## config.mk

```make
export PLATFORM = sky130hd
export DESIGN_NAME = mld_track
export DESIGN_NICKNAME = d
export VERILOG_FILES = /design/src/mld_pkg.sv /design/src/mld_track.sv
export SDC_FILE = /design/constraint.sdc
export NUM_CORES = 2
export LEC_CHECK = 0
export BUFFER_PORTS_ARGS = -buffer_cell sky130_fd_sc_hd__buf_2
export CORE_MARGIN = 5
export CORE_UTILIZATION = 55
export DETAILED_ROUTE_END_ITERATION = 10
export GPL_TIMING_DRIVEN = 0
export PLACE_DENSITY = 0.77
export SETUP_SLACK_MARGIN = 0.2
export SYNTH_ARGS = -nofsm -noshare
export SYNTH_HDL_FRONTEND = slang
export SYNTH_SLANG_ARGS = --single-unit
```

## constraint.sdc

```tcl
create_clock -name clk -period 16.7 [get_ports clk]
set_input_delay 1.67 -clock clk [delete_from_list [all_inputs] [get_ports clk]]
set_output_delay 1.67 -clock clk [all_outputs]
set_load 0.1 [all_outputs]
```

## src/mld_pkg.sv

```systemverilog
// Shared constants, types and the arctangent table for the mouse-look direction block.
`default_nettype none
package mld_pkg;

  localparam int ANGLE_BITS    = 32;
  localparam int CORDIC_STAGES = 16;
  localparam int OUT_BITS      = 16;

  localparam int MAX_STAGES  = 24;
  localparam int CORDIC_FRAC = 30;
  localparam int CX_W        = CORDIC_FRAC + 2;
  localparam int Z_W         = ANGLE_BITS + 1;
  localparam int CUR_W       = 16;
  localparam int APP_W       = 24;
  localparam int PLIM_W      = 30;
  localparam int CFG_W       = 30;
  localparam int CFG_IDX_W   = 1;
  localparam int SH_W        = $clog2(MAX_STAGES);

  localparam logic signed [CX_W-1:0] CORDIC_GAIN = CX_W'(652032874);
  localparam logic [APP_W-1:0]       APP_RESET   = APP_W'(1193046);
  localparam logic [PLIM_W-1:0]      PLIM_RESET  = PLIM_W'(1061811541);

  localparam logic [CFG_IDX_W-1:0] CFG_ANGLE_PER_PIXEL = 1'b0;
  localparam logic [CFG_IDX_W-1:0] CFG_PITCH_LIMIT     = 1'b1;

  localparam logic [31:0] ATAN_TURN32 [MAX_STAGES] = '{
    32'd536870912, 32'd316933406, 32'd167458907, 32'd85004756, 32'd42667331,
    32'd21354465, 32'd10679838, 32'd5340245, 32'd2670163, 32'd1335087,
    32'd667544, 32'd333772, 32'd166886, 32'd83443, 32'd41722, 32'd20861,
    32'd10430, 32'd5215, 32'd2608, 32'd1304, 32'd652, 32'd326, 32'd163, 32'd81
  };

  typedef struct packed {
    logic signed [CX_W-1:0] yaw_x;
    logic signed [CX_W-1:0] yaw_y;
    logic signed [Z_W-1:0]  yaw_z;
    logic signed [CX_W-1:0] pit_x;
    logic signed [CX_W-1:0] pit_y;
    logic signed [Z_W-1:0]  pit_z;
    logic                   neg;
  } cord_t;

  function automatic logic [ANGLE_BITS-1:0] atan_angle(input logic [SH_W-1:0] idx);
    logic [31:0] t;
    t = ATAN_TURN32[idx] >> (32 - ANGLE_BITS);
    return t[ANGLE_BITS-1:0];
  endfunction

endpackage
`default_nettype wire

```

## src/mld_track.sv

```systemverilog
// Cursor delta, yaw wrap and pitch clamp stages, and the yaw quadrant fold.
`default_nettype none
module mld_track (
  input  wire logic                             clk,
  input  wire logic                             rst_n,
  input  wire logic                             in_valid,
  output logic                                  in_ready,
  input  wire logic signed [mld_pkg::CUR_W-1:0] in_cursor_x,
  input  wire logic signed [mld_pkg::CUR_W-1:0] in_cursor_y,
  input  wire logic [mld_pkg::APP_W-1:0]        angle_per_pixel,
  input  wire logic [mld_pkg::PLIM_W-1:0]       pitch_limit,
  output logic                                  out_valid,
  input  wire logic                             out_ready,
  output mld_pkg::cord_t                        out_data
);
  import mld_pkg::*;

  localparam int DX_W   = CUR_W + 1;
  localparam int PROD_W = DX_W + APP_W + 1;
  localparam int SUM_W  = PROD_W + 1;
  localparam logic signed [SUM_W-1:0] QUARTER = SUM_W'(64'd1 << (ANGLE_BITS - 2));
  localparam logic signed [Z_W-1:0]   QZ      = Z_W'(64'd1 << (ANGLE_BITS - 2));
  localparam logic signed [Z_W-1:0]   HZ      = Z_W'(64'd1 << (ANGLE_BITS - 1));

  logic                    first_r;
  logic signed [CUR_W-1:0] prev_x_r, prev_y_r;
  logic                    a_valid_r, b_valid_r, c_valid_r;
  logic signed [PROD_W-1:0] a_prod_x_r, a_prod_y_r;
  logic [ANGLE_BITS-1:0]        yaw_r, yaw_nxt;
  logic signed [ANGLE_BITS-1:0] pitch_r, pitch_nxt;
  cord_t                   c_data_r, c_data_nxt;

  logic a_adv, b_adv, c_adv;
  logic signed [CUR_W-1:0]  base_x, base_y;
  logic signed [DX_W-1:0]   dx, dy;
  logic signed [APP_W:0]    app_s;
  logic signed [PROD_W-1:0] prod_x, prod_y;
  logic signed [SUM_W-1:0]  sum, plim_e, lim_s, pitch_sum;
  logic signed [Z_W-1:0]    ya_e;

  assign c_adv    = ~c_valid_r | out_ready;
  assign b_adv    = ~b_valid_r | c_adv;
  assign a_adv    = ~a_valid_r | b_adv;
  assign in_ready = a_adv;

  assign base_x = first_r ? in_cursor_x : prev_x_r;
  assign base_y = first_r ? in_cursor_y : prev_y_r;
  assign dx     = DX_W'(in_cursor_x) - DX_W'(base_x);
  assign dy     = DX_W'(base_y) - DX_W'(in_cursor_y);
  assign app_s  = signed'({1'b0, angle_per_pixel});
  assign prod_x = dx * app_s;
  assign prod_y = dy * app_s;

  always_comb begin
    yaw_nxt = yaw_r + a_prod_x_r[ANGLE_BITS-1:0];
    sum     = SUM_W'(pitch_r) + SUM_W'(a_prod_y_r);
    plim_e  = SUM_W'(signed'({1'b0, pitch_limit}));
    lim_s   = (plim_e > QUARTER) ? QUARTER : plim_e;
    priority if (sum > lim_s) begin
      pitch_sum = lim_s;
    end else if (sum < -lim_s) begin
      pitch_sum = -lim_s;
    end else begin
      pitch_sum = sum;
    end
    pitch_nxt = pitch_sum[ANGLE_BITS-1:0];
  end

  always_comb begin
    ya_e             = Z_W'(signed'(yaw_r));
    c_data_nxt.yaw_x = CORDIC_GAIN;
    c_data_nxt.yaw_y = '0;
    c_data_nxt.pit_x = CORDIC_GAIN;
    c_data_nxt.pit_y = '0;
    c_data_nxt.pit_z = Z_W'(pitch_r);
    priority if (ya_e > QZ) begin
      c_data_nxt.yaw_z = ya_e - HZ;
      c_data_nxt.neg   = 1'b1;
    end else if (ya_e < -QZ) begin
      c_data_nxt.yaw_z = ya_e + HZ;
      c_data_nxt.neg   = 1'b1;
    end else begin
      c_data_nxt.yaw_z = ya_e;
      c_data_nxt.neg   = 1'b0;
    end
  end

  always_ff @(posedge clk) begin
    if (!rst_n) begin
      first_r   <= 1'b1;
      prev_x_r  <= '0;
      prev_y_r  <= '0;
      yaw_r     <= '0;
      pitch_r   <= '0;
      a_valid_r <= 1'b0;
      b_valid_r <= 1'b0;
      c_valid_r <= 1'b0;
    end else begin
      if (a_adv) begin
        a_valid_r <= in_valid;
      end
      if (in_valid && a_adv) begin
        first_r  <= 1'b0;
        prev_x_r <= in_cursor_x;
        prev_y_r <= in_cursor_y;
      end
      if (b_adv) begin
        b_valid_r <= a_valid_r;
      end
      if (a_valid_r && b_adv) begin
        yaw_r   <= yaw_nxt;
        pitch_r <= pitch_nxt;
      end
      if (c_adv) begin
        c_valid_r <= b_valid_r;
      end
    end
  end

  always_ff @(posedge clk) begin
    if (in_valid && a_adv) begin
      a_prod_x_r <= prod_x;
      a_prod_y_r <= prod_y;
    end
    if (b_valid_r && c_adv) begin
      c_data_r <= c_data_nxt;
    end
  end

  assign out_valid = c_valid_r;
  assign out_data  = c_data_r;

endmodule
`default_nettype wire

```

== Word-level counts from Yosys, hierarchy flattened ==
Cells that the tools add are included.
Widths: inputs -> output; s select.

* Bits in registers: 240
* Input bits: 90
* Output and inout port bits: 197
* Logic and storage cells: 42

* Add/sub/neg operators: 7
* Multipliers: 2
* Order comparisons: 4
* Mux-type cells: 7
* Bitwise logic cells: 6
* Reduce and logical (&&, ||, !) cells: 3

{| class="wikitable"
|+ Operators with widths
! operator !! number
|-
| $mux 33 || 2
|-
| $mux 32 || 2
|-
| $add 32x42->43 || 1
|-
| $gt 43x31->1 || 1
|-
| $lt 43x43->1 || 1
|-
| $neg 30->43 || 1
|-
| $mul 17x25->42 || 1
|-
| $sub 16x16->17 || 2
|-
| $add 32x33->33 const B || 1
|-
| $sub 32x33->33 const B || 1
|-
| $add 32x32->32 || 1
|-
| $gt 32x32->1 const B || 1
|-
| $lt 32x31->1 const B || 1
|-
| $mul 17x25->32 || 1
|-
| $mux 16 || 2
|-
| $logic_and 1x1->1 || 3
|-
| $not 1->1 || 3
|-
| $or 1x1->1 || 3
|-
| $mux 1 || 1
|}

== Depth between registers and ports, before layout ==
* Depth in word-level cells: 5
* Depth in mapped cells: 44
* Gate-level depth less buffers: 41

== Worst setup path before layout ==
No wires, ideal clock.

* Path type: input -> register
* Start: input port in_cursor_y[0] in the netlist's numbering
* End: register a_prod_y_r[41], data pin
* Library setup time: 0.260 ns
* Data arrival time: 9.717 ns
* Required time: 16.440 ns
* Path slack: 6.723 ns
* Stages: 37
* Buffers on the path: 1
* Path through: mux2i_1 ha_1 fa_1 nand3b_1 a21boi_0 o21ai_0 a21boi_0 o21ai_0 a21boi_0 o21ai_0 a21boi_0 o21ai_0 a21oi_1 a21oi_1 a31oi_1 clkbuf_1 nor2_1 fa_1 fa_1 fa_1 fa_1 fa_1 fa_1 ha_1 a21o_1 a21oi_1 o21ai_0 and2_1 o221ai_1 a21oi_1 a21oi_1 o21bai_1 nand4_1 nand4_1 a31o_2 a21oi_1 xnor2_1

* Cells in the longest elaborated chain, start to end: 3

{| class="wikitable"
|+ RTL lines
! item !! line !! RTL
|-
| from (decl) || mld_track.sv:9 || <nowiki>input wire logic signed [mld_pkg::CUR_W-1:0] in_cursor_y,</nowiki>
|-
| $mux 16 || mld_track.sv:47 || <nowiki>assign base_y = first_r ? in_cursor_y : prev_y_r;</nowiki>
|-
| $sub 16x16->17 (*) || mld_track.sv:49 || <nowiki>assign dy = DX_W'(base_y) - DX_W'(in_cursor_y);</nowiki>
|-
| $mul 17x25->42 (*) || mld_track.sv:52 || <nowiki>assign prod_y = dy * app_s;</nowiki>
|-
| named net prod_y[41] || mld_track.sv:37 || <nowiki>logic signed [PROD_W-1:0] prod_x, prod_y;</nowiki>
|-
| to (signal assigned) || mld_track.sv:123 || <nowiki>a_prod_y_r <= prod_y;</nowiki>
|-
| to (decl) || mld_track.sv:28 || <nowiki>logic signed [PROD_W-1:0] a_prod_x_r, a_prod_y_r;</nowiki>
|}

The timed path passes the listed nets; every way through them passes the cells marked *.
A chain may end at the register's enable or synchronous reset.

== Worst setup path after layout ==
* Start: register first_r
* End: register a_prod_y_r[40], data pin

* Cells in the longest elaborated chain, start to end: 3

{| class="wikitable"
|+ RTL lines
! item !! line !! RTL
|-
| from (decl) || mld_track.sv:25 || <nowiki>logic first_r;</nowiki>
|-
| from (signal assigned) || mld_track.sv:90 || <nowiki>first_r <= 1'b1;</nowiki>
|-
| from (signal assigned) || mld_track.sv:103 || <nowiki>first_r <= 1'b0;</nowiki>
|-
| $mux 16 || mld_track.sv:47 ||
|-
| $sub 16x16->17 || mld_track.sv:49 ||
|-
| $mul 17x25->42 || mld_track.sv:52 ||
|-
| named net prod_y[40] || mld_track.sv:37 ||
|}

The timed path passes the listed nets, and every way through them passes these cells.

==> insert_results.sql <==
INSERT INTO impl_metrics (metric_group, metric, value, unit) VALUES
('run_status', 'outcome', 'finished, final reports clean', ''),
('clock_tree', 'cts_root_buffer', 'clkbuf_16', ''),
('placed_design', 'hpwlAfterDp', '102000', 'um'),
('clock_tree', 'insertion_delay', '0.58', 'ns'),
('floorplanning', 'coreArea', '75700', 'sq um'),
('job', 'cap_viol_max_count', '0', ''),
('logic_synthesis', 'synth.avg_cell_area', '8.90', 'sq um'),
('grt', 'grt_first_pass_wirelength', '190000', 'um'),
('logic_synthesis', 'syn-instance-count', '4697', ''),
('routing', 'drt-total-wl', '122000', 'um'),
('logic_synthesis', 'yosysWarnings', '0', ''),
('sta', 'final_min_period_over_clock_period', '73.2', '%'),
('grt', 'antenna_found_initial', '16', ''),
('sta', 'rsz0062_at_grt', 'false', ''),
('placed_design', 'global_placer_s_final_weighted_congestion', '0.997', ''),
('grt', 'grt_max_degree', '43', ''),
('sta', 'timing.final.crit_period', '12.23', 'ns'),
('logic_synthesis', 'post-synth-top-area-cell', 'fa_1', ''),
('sta', 'timing.final.setup_violations', '0', ''),
('setup_path', 'setup.worst_path.start_class', 'flop', ''),
('final_layout', 'sequential_cell_area', '6210', 'sq um'),
('grt', 'grt.total_usage', '29.7', '%'),
('grt', 'global_route.usage.met1', '39.7', '%'),
('clock_tree', 'postCtsSetupRepairBufs', '0', ''),
('clock_tree', 'cts_num_sinks', '240', ''),
('logic_synthesis', 'async_reset_ff_share', '0', '%'),
('logic_synthesis', 'synthFlopType', 'edfxtp_1', ''),
('clock_tree', 'cts-root-to-sink-buffers', '3', ''),
('sta', 'fin_setup_tns', '0', 'ns'),
('logic_synthesis', 'synth.area.top_cells', 'fa_1, ha_1, edfxtp_1, inv_1, nand2_1', ''),
('final_layout', 'highest_count_cells_in_the_layout_ignoring_fill_and_taps', 'inv_1, fa_1, nand2_1', ''),
('setup_path', 'critical_path_peak_fanout', '10', ''),
('clock_tree', 'cts-htree-levels', '1', ''),
('grt', 'grt_pass1_vias', '34100', ''),
('sta', 'tightestPinTransition', '1.43', 'ns'),
('routing', 'drcViolationCount', '0', ''),
('sta', 'max-slew-margin-rel', '4.87', '%'),
('floorplanning', 'starting_density', '55.2', '%'),
('logic_synthesis', 'synth_edf_count', '140', ''),
('sta', 'final.setup_skew', '0.0134', 'ns'),
('final_layout', 'final_net_count', '6146', ''),
('logic_synthesis', 'synth.yosys.seq_area_share', '14.8', '%'),
('setup_path', 'timing.critical_path.slowest_stage_cell', 'a2111oi_0', ''),
('clock_tree', 'cts_tree', 'built', ''),
('logic_synthesis', 'synth.top_cell.area_share', '30.1', '%'),
('sta', 'timing.fmax', '81.8', 'MHz'),
('setup_path', 'arrival', '12.59', 'ns'),
('clock_tree', 'cts_buffers', '28', ''),
('final_layout', 'multi_input_comb_area', '31200', 'sq um'),
('clock_tree', 'post_cts_resize_count', '0', ''),
('grt', 'grtUsageMet3', '7.41', '%'),
('setup_path', 'worst-setup-path-type', 'reg2reg', ''),
('routing', 'num_vias', '33800', ''),
('hold_path', 'min_path_type', 'reg2reg', ''),
('setup_path', 'r2r-start', 'first_r', ''),
('placed_design', 'io_buffer_count', '153', ''),
('floorplanning', 'placement_rows', '101', ''),
('final_layout', 'layout_commonest_cell', 'inv_1', ''),
('floorplanning', 'boundaryPins', '287', ''),
('routing', 'drt-vias-per-instance', '5.62', ''),
('logic_synthesis', 'synthesis.area', '41800', 'sq um'),
('final_layout', 'nFillCells', '6627', ''),
('sta', 'finalHoldViolCount', '0', ''),
('routing', 'ant_nets', '0', ''),
('sta', 'slew_viol_final', '0', ''),
('setup_path', 'critical_path.reg2reg.endpoint', 'a_prod_y_r[40]', ''),
('grt', 'busiest_layer', 'met2', ''),
('grt', 'globalRoute.totalOverflow', '0', ''),
('routing', 'wirelength_per_cell', '20.3', 'um'),
('setup_path', 'endpoint_kind', 'flop', ''),
('clock_tree', 'path_clk_slew', '0.07', 'ns');
[registers in the layout, summed over array words and instances, names as in the netlist]
| register | flops |
|---|---|
| prev_y_r | 16 |
| pitch_r | 32 |
| a_valid_r | 1 |
| a_prod_x_r | 32 |
| a_prod_y_r | 42 |
| out_valid | 1 |
| yaw_r | 32 |
| first_r | 1 |
| out_data | 66 |
| prev_x_r | 16 |
| b_valid_r | 1 |
[metrics by stage]
| step | hold slack, ns | std cells | area [sq um] | setup WS [ns] | utilization, % |
|---|---|---|---|---|---|
| after floorplan | 0.429 | 4823 | 42300 | 6.72 | - |
| after global placement | 0.439 | 5954 | 44300 | 4.34 | 58.5 |
| after detailed placement | 0.447 | 5957 | 44300 | 4.17 | 58.6 |
| after CTS | 0.457 | 6009 | 45300 | 4.69 | 59.8 |
| after global routing | 0.473 | 6014 | 45300 | 3.55 | 59.8 |
| final | 0.454 | 6019 | 45300 | 4.47 | 59.9 |
[metal layers]
metal / up-vias / share of wire [%]
li1: 15300 / -
met3: 296 / 10
met4: 8 / 3.8
met2: 1576 / 45
met1: 16600 / 41
met5: - / 0.081
[area by class of cell]
class	count	share of cell area [%]
multi-input cells	3407	68.8
flip-flops and latches	240	13.7
inverters	846	7.01
plain buffers	330	3.81
well taps	978	2.70
repair buffers	156	1.82
clock buffers	33	1.68
clock inverters	19	0.411
diodes	10	0.0552
[worst max-delay path, delay by kind of cell, from the launching register on]
kind                     cells  cell delay, ns
AO/OA/AOI/OAI               13            3.79
adder cells (fa/ha/maj)      8            3.59
buffers and inverters        9            1.78
XOR/XNOR                     2            1.33
AND/OR/NAND/NOR              6            0.88
multiplexers                 1            0.33
flip-flops                   1            0.31
[cells by family after synthesis]
| group | Yosys count | share of synthesized area, % |
|---|---|---|
| buffers and inverters | 1176 | 11.7 |
| AO/OA/AOI/OAI | 588 | 8.99 |
| flip-flops | 240 | 14.8 |
| other | 2 | 0.0180 |
| adder cells (fa/ha/maj) | 1047 | 42.6 |
| multiplexers | 61 | 1.51 |
| AND/OR/NAND/NOR | 1405 | 16.5 |
| XOR/XNOR | 178 | 3.80 |
[synth_stat cells (32+ instances only)]
master    instances
a21o_1           99
nand4_1          60
xor2_1           45
nor2_1          141
edfxtp_1        140
and2_1          261
ha_1            418
inv_1           845
nand3_1          64
mux2i_1          45
nor2b_1         100
a21oi_1         210
fa_1            629
nand2_1         601
xnor2_1         131
buf_4           129
clkbuf_1        188
dfxtp_1         100
nor3_1           35
nand2b_1         32
o21ai_0          93
[worst min path at each step]
| stage | slack (ns) | startpoint | cells past startpoint | endpoint |
|---|---|---|---|---|
| after detailed placement | 0.45 | prev_y_r[3] | 2 | prev_y_r[3] |
| after global placement | 0.44 | prev_y_r[8] | 2 | prev_y_r[8] |
| final | 0.45 | prev_y_r[3] | 2 | prev_y_r[3] |
| after CTS | 0.46 | prev_y_r[3] | 2 | prev_y_r[3] |
| after global routing | 0.47 | prev_y_r[3] | 2 | prev_y_r[3] |
| after floorplan | 0.43 | pitch_r[2] | 0 | out_data[3] |
Power is not shown: default switching activity piles up to over one toggle a cycle in this logic, so the estimate is an artifact.
