`src/mld_pkg.sv`:
```
// Shared constants, types and the arctangent table for the mouse-look direction block.
`default_nettype none
package mld_pkg;

  localparam int ANGLE_BITS    = 32;
  localparam int CORDIC_STAGES = 16;
  localparam int OUT_BITS      = 16;

  localparam int MAX_STAGES  = 24;
  localparam int CORDIC_FRAC = 30;
  localparam int CX_W        = CORDIC_FRAC + 2;
  localparam int Z_W         = ANGLE_BITS + 1;
  localparam int CUR_W       = 16;
  localparam int APP_W       = 24;
  localparam int PLIM_W      = 30;
  localparam int CFG_W       = 30;
  localparam int CFG_IDX_W   = 1;
  localparam int SH_W        = $clog2(MAX_STAGES);

  localparam logic signed [CX_W-1:0] CORDIC_GAIN = CX_W'(652032874);
  localparam logic [APP_W-1:0]       APP_RESET   = APP_W'(1193046);
  localparam logic [PLIM_W-1:0]      PLIM_RESET  = PLIM_W'(1061811541);

  localparam logic [CFG_IDX_W-1:0] CFG_ANGLE_PER_PIXEL = 1'b0;
  localparam logic [CFG_IDX_W-1:0] CFG_PITCH_LIMIT     = 1'b1;

  localparam logic [31:0] ATAN_TURN32 [MAX_STAGES] = '{
    32'd536870912, 32'd316933406, 32'd167458907, 32'd85004756, 32'd42667331,
    32'd21354465, 32'd10679838, 32'd5340245, 32'd2670163, 32'd1335087,
    32'd667544, 32'd333772, 32'd166886, 32'd83443, 32'd41722, 32'd20861,
    32'd10430, 32'd5215, 32'd2608, 32'd1304, 32'd652, 32'd326, 32'd163, 32'd81
  };

  typedef struct packed {
    logic signed [CX_W-1:0] yaw_x;
    logic signed [CX_W-1:0] yaw_y;
    logic signed [Z_W-1:0]  yaw_z;
    logic signed [CX_W-1:0] pit_x;
    logic signed [CX_W-1:0] pit_y;
    logic signed [Z_W-1:0]  pit_z;
    logic                   neg;
  } cord_t;

  function automatic logic [ANGLE_BITS-1:0] atan_angle(input logic [SH_W-1:0] idx);
    logic [31:0] t;
    t = ATAN_TURN32[idx] >> (32 - ANGLE_BITS);
    return t[ANGLE_BITS-1:0];
  endfunction

endpackage
`default_nettype wire

```
`src/mld_cordic_cell.sv`:
```
// One CORDIC rotation step for the yaw and pitch rotators, with its own pipeline register.
`default_nettype none
module mld_cordic_cell (
  input  wire logic                           clk,
  input  wire logic                           rst_n,
  input  wire logic                           in_valid,
  output logic                                in_ready,
  input  wire mld_pkg::cord_t                 in_data,
  input  wire logic [mld_pkg::SH_W-1:0]       shamt,
  input  wire logic [mld_pkg::ANGLE_BITS-1:0] atan,
  output logic                                out_valid,
  input  wire logic                           out_ready,
  output mld_pkg::cord_t                      out_data
);
  import mld_pkg::*;

  logic                  valid_r;
  cord_t                 data_r, data_nxt;
  logic                  adv;
  logic signed [Z_W-1:0] t;

  assign t        = signed'({1'b0, atan});
  assign adv      = ~valid_r | out_ready;
  assign in_ready = adv;

  always_comb begin
    data_nxt = in_data;
    if (!in_data.yaw_z[Z_W-1]) begin
      data_nxt.yaw_x = in_data.yaw_x - (in_data.yaw_y >>> shamt);
      data_nxt.yaw_y = in_data.yaw_y + (in_data.yaw_x >>> shamt);
      data_nxt.yaw_z = in_data.yaw_z - t;
    end else begin
      data_nxt.yaw_x = in_data.yaw_x + (in_data.yaw_y >>> shamt);
      data_nxt.yaw_y = in_data.yaw_y - (in_data.yaw_x >>> shamt);
      data_nxt.yaw_z = in_data.yaw_z + t;
    end
    if (!in_data.pit_z[Z_W-1]) begin
      data_nxt.pit_x = in_data.pit_x - (in_data.pit_y >>> shamt);
      data_nxt.pit_y = in_data.pit_y + (in_data.pit_x >>> shamt);
      data_nxt.pit_z = in_data.pit_z - t;
    end else begin
      data_nxt.pit_x = in_data.pit_x + (in_data.pit_y >>> shamt);
      data_nxt.pit_y = in_data.pit_y - (in_data.pit_x >>> shamt);
      data_nxt.pit_z = in_data.pit_z + t;
    end
  end

  always_ff @(posedge clk) begin
    if (!rst_n) begin
      valid_r <= 1'b0;
    end else if (adv) begin
      valid_r <= in_valid;
    end
  end

  always_ff @(posedge clk) begin
    if (in_valid && adv) begin
      data_r <= data_nxt;
    end
  end

  assign out_valid = valid_r;
  assign out_data  = data_r;

endmodule
`default_nettype wire

```
`config.mk`:
```
export PLATFORM = sky130hd
export DESIGN_NAME = mld_cordic_cell
export DESIGN_NICKNAME = d
export VERILOG_FILES = /design/src/mld_pkg.sv /design/src/mld_cordic_cell.sv
export SDC_FILE = /design/constraint.sdc
export NUM_CORES = 1
export LEC_CHECK = 0
export ABC_CLOCK_PERIOD_IN_PS = 7650
export BUFFER_PORTS_ARGS = -buffer_cell sky130_fd_sc_hd__buf_2
export CAP_MARGIN = 20
export CORE_UTILIZATION = 50
export DETAILED_ROUTE_END_ITERATION = 16
export HOLD_SLACK_MARGIN = 0.02
export PLACE_DENSITY = 0.72
export SETUP_SLACK_MARGIN = 0.2
export SYNTH_ARGS = -nofsm -noshare
export SYNTH_HDL_FRONTEND = slang
export SYNTH_SLANG_ARGS = --single-unit
export TNS_END_PERCENT = 100
```
`constraint.sdc`:
```
create_clock -name clk -period 7.65 [get_ports clk]
set_input_delay 0 -clock clk [delete_from_list [all_inputs] [get_ports clk]]
set_output_delay 0 -clock clk [all_outputs]
set_load 0.02 [all_outputs]
```
**Yosys cells after proc, flatten, opt, wreduce, memory -nomap -nowiden**

Index checks and enable logic that the tools add are counted.

- Register bits after elaboration: 196
- Input port bits: 236
- Output and inout port bits: 197
- Logic and storage cells: 29

- Add/subtract/negate cells: 12
- Shift operators: 4
- Muxes and demuxes: 2
- Bitwise logic cells: 2
- Reduce and logical (&&, ||, !) cells: 1

Operators by type and width:

| operator | count |
|---|---|
| $mux 97 | 2 |
| $add 32x32->32 | 4 |
| $sshr 32x5->32 | 4 |
| $sub 32x32->32 | 4 |
| $add 33x33->33 | 2 |
| $sub 33x33->33 | 2 |
| $logic_and 1x1->1 | 1 |
| $not 1->1 | 1 |
| $or 1x1->1 | 1 |

**Longest topological paths before layout**

Gate-level depths: netlist of the first run.

- Word-level depth: 3
- Depth in mapped cells: 32

**Worst setup path after synthesis of the first run**

OpenSTA, ideal clock, no wires.

- Path kind: input-to-reg
- From: in shamt[4] in the netlist's numbering
- To: reg data_r, in the netlist out_data[194], data pin
- Library setup time: 260 ps
- Data arrival time: 5712 ps
- Setup slack: 1678 ps
- Cell stages on the path: 30
- Buffers on the path: 12
- Cell sequence: clkbuf_1 buf_2 buf_2 buf_2 buf_1 buf_6 buf_2 buf_6 buf_2 buf_2 buf_1 clkbuf_1 a21o_1 ha_1 nand3_1 nor3_1 and3_1 nor2_1 xor2_1 ha_1 a21oi_1 o21ai_0 o2111ai_1 nand3_1 a41oi_1 o21ai_0 o21a_1 o41ai_1 o21ai_0 xnor2_1

RTL lines:

| item | RTL line | source |
|---|---|---|
| start, declared | mld_cordic_cell.sv:9 | `input wire logic [mld_pkg::SH_W-1:0] shamt,` |
| end signal, assigned | mld_cordic_cell.sv:58 | `data_r <= data_nxt;` |
| end, declared | mld_cordic_cell.sv:18 | `cord_t data_r, data_nxt;` |

==> impl.org, run 1 <==
** Critical path
- At the worst endpoint, the required time is 7920 ps.
- The cell family contributing the most delay on the critical path is compound AO/OA/AOI/OAI gates.
- STA classifies the critical path startpoint as an input pin.
- The largest individual stage delay along the critical path comes from the cell a2111oi_0.
- STA classifies the critical path endpoint as a flop.
- Data on the critical path arrives at its endpoint at 6500 ps.
- In this run the worst path has a maximum fanout of 71.
- Counting both buffers and inverters, the worst setup path holds a total of 3.
- The largest single stage delay on the critical path is 770 ps.
- The worst setup path is of the input pin to flop kind.
- The signal on the critical path passes through buf_6 > buf_4 > buf_4 > mux4_2 > a22o_1 > a22oi_1 > o211a_1 > ha_1 > and3_1 > nor2_1 > xor2_1 > ha_1 > a2111oi_0 > a21boi_0 > o31ai_1 > o21ai_0 > o311ai_0 > nand3_1 > o21ai_0 > a21o_1 > a21oi_1 > xnor2_1.

** Clock network
- Clock buffer count from CTS :: 17
- In this run the clock root is driven by a clkbuf_16.
- TritonCTS built the clock tree.
- Clock Tree Buf Depth :: 2
- TritonCTS sink count :: 196
- Post-cts gate resize count :: 0
- Number of H-tree levels :: 4
- The later pin in the worst-skew pair is clocked with a latency of 520 ps.
- After clock tree synthesis, the clock-pin slew on the worst setup and hold paths is 90 ps.

** STA
- Worst rel slew slack :: 27.0%
- At the pin with the least slew margin, the transition time is 1100 ps.
- Unrepaired setup endpoints after global routing :: no
- Final period util :: 81.4%
- WHS :: 42.1 ps
- On the final layout, the worst clock skew is 12.9 ps.
- The number of hold violations in the final report is 0.
- For this run, the top clock speed supported by timing is 161 MHz.
- Aggregate negative setup slack :: 0 ps
- Post-layout min period :: 6230 ps
- Final setup fails :: 0
- Count of final max-slew check failures :: 0
- Once routing completed, OpenROAD measured the worst setup slack at 1420 ps.

** Power
- Leakage Power :: 13.2 nW
- VDD sags by at most 0.198 mV.
- Dividing total power by cell area gives a power density of 189 nW/µm².

** Logic synthesis
- Ranking of synthesized cells by area :: edfxtp_1 (21%), mux4_2 (11%), ha_1 (9.2%), xnor2_1 (5.8%), a21oi_1 (4.9%)
- Fraction of the yosys area taken by sequential cells :: 20.9%
- For this run, asynchronously set or reset flops after synthesis account for 0%.
- Each instance of the synthesized netlist takes up on average 9.26 µm².
- In the synthesized netlist the dominant register cell turns out to be edfxtp_1.
- The share of synthesized area in the top cell type comes to 20.9%.
- Post-synth EDFFs :: 195
- The number of nets in the synthesized netlist is 3,479.
- The synthesized netlist contains 111 unique library cells.
- Post-Synthesis Cells :: 3,030
- Mapped Area :: 28,100 µm²
- Yosys Warn Count :: 0
- The biggest area contributor in the post-synthesis netlist is edfxtp_1.
- Counting flops and latches in the post-synthesis netlist gives 196.

** Global route
- Number of antenna violations at the first check in global routing :: 7
- Largest net degree at the start of global routing :: 105
- The total overflow left after global routing is 0.
- Vias in the first global route :: 24,900
- Global routing consumed, over all layers together, 33.9% of the routing resources.
- The first global-routing pass estimated 148,000 µm of wire.

** Status
- Outcome :: finished, final reports clean

** Layout
- The area growth from synthesis to layout is 12.4%.
- Net count reported at finish :: 3,862
- Cells with a size suffix above 1 make up 21.7% of the layout.
- The filler cells instantiated in the layout total 5,052.
- The finished cells cover 31,500 µm².
- Non-filler cells in the finished layout :: 4,177

** Floorplanning
- In this run the vertical extent of the chip is 239 µm.
- For this configuration, the core starts out at a cell density of 50.7%.
- 433 I/O pins were placed.
- Area of the core :: 55,300 µm²
- Row generation in the floorplan step produced 86 rows.
- Area of the die :: 57,100 µm²
- Width of the chip :: 239 µm

** Placement
- Counting tap cells, the placed design contains a total of 4,088 instances.
- After legalization and detailed placement, the total HPWL measured 75,900 µm.
- Port buffering added 432 buffers.
- Worst setup slack after placement :: 1030 ps
- At the end of routability-driven placement, the weighted congestion stood at 1.02.
- Area of placed instances :: 30,400 µm²

** Job
- Number of max-cap violations :: 0

** Drt
- After detailed routing, the average wire length per cell comes to 23.8 µm.
- Remaining routing DRC violations :: 0
- Total detailed-routing wirelength :: 99,400 µm
- The detailed router finished its first iteration with 3,193 violations.
- Detailed-router iteration count before antenna repair :: 5
- Detailed routing inserted a total of 27,100 vias.
- Remaining antenna violation count :: 0
- Vias per cell :: 6.48

** Worst hold path
- Min-delay worst type :: input pin to flop
[state kept, by name, indices dropped and copies added, names as in the netlist]
register and count:
out_data 195, out_valid 1
[cells in the final DEF, fill, tap and decap left out, types with 11 or more instances in the layout]
master and count:
o21bai_1 25, mux4_1 20, ha_1 207, a41oi_1 14, mux2_2 50, xnor2_1 185
o211ai_1 27, a31o_2 11, mux4_2 135, a21o_1 88, o22ai_1 14, or3_1 11
xor2_1 158, and2_1 36, edfxtp_1 195, a31oi_1 50, nor3_1 55, a21boi_0 13
mux2i_1 95, dlygate4sd3_1 54, a211oi_1 28, or2_2 12, nor2_1 266, and3_1 34
a22oi_1 12, nand2_1 241, buf_2 426, nand3_1 44, a221oi_1 15, o21ai_0 136
o31ai_1 13, a21oi_1 277, o21a_1 33, inv_1 73, nor2b_1 35, buf_4 37
nand2b_1 41, nand4_1 15, clkbuf_16 17
[logic make-up (layout without fill, tap and decap cells)]
| kind of cell | Yosys count | in the layout | share of synthesized area [%] |
|---|---|---|---|
| AOI/OAI and AO/OA | 880 | 880 | 20.6 |
| xor gates and xnor gates | 344 | 344 | 10.8 |
| adders and majority gates | 213 | 213 | 9.66 |
| buffers and inverters | 234 | 630 | 4.97 |
| DFF | 196 | 196 | 20.9 |
| muxes | 301 | 301 | 18.2 |
| other | 0 | 3 | 0 |
| and+or+nand+nor | 862 | 862 | 14.9 |
[area by class of cell]
type,instances,area (µm²),area share (%)
antenna,3,7.51,0.0238
tap,748,936,2.97
clock inverter,15,205,0.651
timing repair buffer,520,3000,9.50
clock buffer,17,425,1.35
sequential,196,5880,18.6
multi-input combinational,2600,20800,66.0
inverter,78,293,0.928
[what timing repair did]
item | in CTS | in global routing
buffers inserted | 0 | 0
endpoints found under the setup margin | 0 | 0
hold buffers | 54 | 0
hold endpoints to repair | 49 | 0
[cells in the mapped netlist, drive strengths merged (75+ instances only)]
cell type	n
buf	99
o21ai	142
nor2	270
xor2	158
mux2i	95
inv	75
mux4	155
a21oi	277
nand2	243
xnor2	185
a21o	89
ha	207
edfxtp	195
[tightest hold or removal path, stage by stage]
cell and delay [ps]:
buf_2 90, ha_1 200, a211oi_1 70, nor2_1 90
[per-stage QoR]
stage | utilization (%) | total power, mW
2_1_floorplan | - | 3.99
3_3_place_gp | 54.9 | 4.86
3_5_place_dp | 54.9 | 4.86
4_1_cts | 57.0 | 5.94
5_1_grt | 57.0 | 6.29
6_report | 57.0 | 5.96
[power by group]
| part | leakage, nW | switching (mW) | internal [mW] |
|---|---|---|---|
| combinational | 11.0 | 2.02 | 1.32 |
| sequential | 1.89 | 0.0674 | 1.55 |
| clock | 0.305 | 0.511 | 0.504 |
| total | 13.2 | 2.60 | 3.37 |
[worst paths after layout]
path,slack (ps),endpoint,start,cells past startpoint
worst max register to register,5250,out_data[137],out_valid,3
worst max-delay path,1420,out_data[64],shamt[0],22
worst min register to register,1080,out_data[48],out_valid,2
worst min-delay path,40,out_data[114],in_data[114],4
[routing by layer]
layer  vias up  wire (µm)  track usage [%]
li1      12300          -                -
met1     12900      40300             45.1
met2      1635      44400             52.4
met3       238      10600             8.41
met4         6       3930             13.8
met5         -         42                0
(Power assumes the default switching activity.)
==> inputs of run 2 (changes only) <==
Settings changed: ABC_CLOCK_PERIOD_IN_PS 7650 to 6260.
Clock period 7.65 ns to 6.26 ns, I/O delays scaled along.
==> run 2 against run 1 <==
Against the previous run: register-to-register slack got worse by 970 ps; hold slack improved by 3.2 ps; count of clock-buffer cells in the layout did not move; power rose by 22%; routed wire length barely moved; sequential power rose by 22%; die area did not move; via count fell by 0.31%; clock skew fell by 2.8 ps; combinational power rose by 23%; utilization rose by 0.64 points; largest cell class unchanged.
==> impl.org, run 2 (synthesis results as in run 1) <==
** Placement
- The last weighted congestion value of the routability-driven placer is 1.02 (about the same).
- The count of input and output buffers came to 432 (unchanged).
- Sum of net half-perimeters after detailed placement :: 77,500 µm (was 75,900 µm)

** Drt
- The routed wire length is 99,300 µm (was 99,400 µm).
- The via count of the routed design was 27,000 (was 27,100).
- The total iterations of the first detailed-routing run was 7 (was 5).
- Remaining routing DRC violations :: 0 (unchanged)
- Remaining antenna violation count :: 0 (unchanged)
- The number of design-rule violations left by the first detailed-router iteration was 3,209 (was 3,193).
- Vias per cell :: 6.40 (was 6.48)
- The per-cell routed wire length was 23.6 µm (was 23.8 µm).

** Power
- The sequential share of power is 27.1% (was 27.0%).
- The combinational share of power came to 56.8% (was 55.9%).
- The reported leakage power came to 13.4 nW (was 13.2 nW).
- Switching share of total power :: 43.5% (about the same)
- Part of the total power dissipated in the clock network :: 16.1% (was 17.0%)
- Cell-internal power :: 4.11 mW (was 3.37 mW)
- The largest voltage drop on the vdd net is 0.223 mV (was 0.198 mV).
- The net load switching power is 3.16 mW (was 2.60 mW).
- Cell Pwr Density :: 228 nW/µm² (was 189 nW/µm²)

** Layout
- The flip-flop count of the largest register, all copies and words added came to 195 (unchanged).
- Area overhead of the layout relative to synthesis :: 13.7% (was 12.4%)
- The sequential standard cell area is 5880 µm² (unchanged).
- Net count reported at finish :: 3,899 (was 3,862)
- The most common cell after layout, fill and taps aside is buf_2 (unchanged).
- Area of the multi-input gates :: 20,800 µm² (about the same)
- Most frequent cells in the layout :: buf_2 (426), a21oi_1 (277), nor2_1 (266) (unchanged)
- Filler Cell Count :: 5,011 (was 5,052)
- The fraction of layout cells with a size suffix above 1 is 22.5% (was 21.7%).

** Floorplanning
- Width of the chip :: 239 µm (unchanged)
- The total die area was 57,100 µm² (unchanged).
- The top-level port count came to 433 (unchanged).
- The initial standard-cell utilization of the core was 50.7% (unchanged).
- Area of the core :: 55,300 µm² (unchanged)
- Height of the die :: 239 µm (unchanged)
- The number of rows in the core area is 86 (unchanged).

** STA
- Worst rel slew slack :: 34.8% (was 27.0%)
- Unrepaired setup endpoints after global routing :: no (unchanged)
- Count of final max-slew check failures :: 0 (unchanged)
- Final hold vios :: 0 (unchanged)
- Final setup fails :: 0 (unchanged)
- The worst path needs 5670 ps of the cycle, external delays included.
- The post-route worst hold slack came to 45.3 ps (was 42.1 ps).
- Highest achievable clock rate :: 176 MHz
- Largest clock skew in the final design :: 10.1 ps (was 12.9 ps)
- In the finished design, the share of the clock period the worst path needs comes to 90.6%.
- The total negative slack is 0 ps (unchanged).
- Slew at the pin closest to its max-slew limit :: 975 ps (was 1100 ps)

** Critical path
- CP arrival :: 5930 ps (was 6500 ps)
- Counting stages on the worst path, the most repeated cell is o21ai_0.
- The kind of launch point of the worst setup path was an input pin (unchanged).
- Path depth of the worst reg2reg path :: 3 (unchanged)
- The startpoint of the most critical register-to-register path is out_valid (unchanged).
- Critical path data required time :: 6520 ps (was 7920 ps)
- Endpoint of the worst-slack reg-to-reg timing path :: out_data[173] (was out_data[137])
- Endpoint type of the worst setup path :: flop (unchanged)
- Max stage delay on crit path :: 540 ps (was 770 ps)
- The cell with the largest stage delay on the worst path is dlygate4sd3_1 (was a2111oi_0).
- The type of the worst setup path was input pin to flop (unchanged).
- Start point of the critical path :: in_data[132] (was shamt[0])
- Register-to-register setup slack :: 4280 ps (was 5250 ps)
- The highest net fanout along the worst path came to 3 (was 71).

** Clock network
- The number of clock buffers inserted by TritonCTS is 17 (unchanged).
- Clock latency at the later pin of the worst-skew pair :: 510 ps (was 520 ps)
- Clock Tree Buf Depth :: 2 (unchanged)
- Number of H-tree levels :: 4 (unchanged)
- Post-CTS Setup Inserts :: 0 (unchanged)
- Clk Tree Root Cell :: clkbuf_16 (unchanged)
- Worst-path clk slew :: 80 ps (was 90 ps)
- The TritonCTS sink count came to 196 (unchanged).
- The clock tree from TritonCTS is done (unchanged).

** Worst hold path
- Worst-case hold path end point :: out_data[0] (was out_data[114])
- Min-delay worst type :: input pin to flop (unchanged)
- Hold path cells :: 2 (was 4)
- The worst min-delay path startpoint was in_valid (was in_data[114]).

** Job
- Number of max-cap violations :: 0 (unchanged)

** Global route
- Wire length of the first global-routing pass :: 148,000 µm (about the same)
- The maximum number of pins on one net before global-route repair came to 73 (was 105).
- The aggregate global routing overflow is 0 (unchanged).
- Total global routing track utilization :: 34.0% (was 33.9%)
- Number of antenna violations at the first check in global routing :: 9 (was 7)
- Vias in the first global route :: 24,900 (about the same)

** Status
- Outcome :: finished, final reports clean (unchanged)
run 2: cell count changes in the layout (fill, tap and decap cells not counted), moves of 2 or more:
cell,before,now
buf_12,1,10
buf_4,37,66
clkinv_2,0,2
diode_2,3,6
inv_8,4,2
run 2: critical path: cells and delay by family:
family | cells | cell delay, ps
mux | 2 | 750
fa+ha+maj | 2 | 530
compound gates | 11 | 2400
buf+inv | 4 | 1090
xor+xnor | 2 | 530
simple gates | 4 | 620
run 2: final cells by class:
cell class              count  share of cell area [%]
inverters                  78                   0.918
clock inverters            15                   0.514
clock buffers              17                    1.33
diodes                      6                  0.0471
repair buffers            557                    10.6
multi-input cells        2600                    65.2
flip-flops and latches    196                    18.4
well taps                 748                    2.93
run 2: worst max-delay path by stage:
stage                                to  slack (ps)
after floorplan           out_data[194]         290
after global placement    out_data[194]         300
after detailed placement  out_data[194]         320
after CTS                 out_data[194]         630
after global routing      out_data[194]         210
final                     out_data[194]         590
run 2: power groups by stage:
stage,clock network (mW),registers (mW),logic [mW]
finish,1.17,1.97,4.12
global route,1.24,1.99,4.45
CTS,1.20,1.97,4.06
detailed placement,0,1.99,3.99
global placement,0,1.99,3.99
floorplan,0,2.38,2.50
run 2: through the flow:
| step | total power, mW | utilization (%) | area (µm²) | instances | worst slack [ps] |
|---|---|---|---|---|---|
| final | 7.26 | 57.7 | 31900 | 4217 | 588 |
| after detailed placement | 5.98 | 55.6 | 30800 | 4126 | 319 |
| after global routing | 7.68 | 57.7 | 31900 | 4213 | 213 |
| after global placement | 5.99 | 55.6 | 30800 | 4126 | 299 |
| after floorplan | 4.87 | - | 28100 | 3030 | 288 |
| after CTS | 7.23 | 57.6 | 31900 | 4211 | 626 |
run 2: timing repair:
item	4_1_cts	5_1_grt
setup endpoints to repair	0	1
endpoints found under the hold margin	48	0
hold buffers	53	0
resized for setup	0	1
run 2: per-layer routing:
layer  vias to the layer above  GRT usage (%)  share of wire, %
met2                      1595           52.4                45
met3                       263           8.74                10
met4                         6           14.5               4.2
met1                     12700           45.1                41
li1                      12400              -                 -
met5                         -              0             0.048
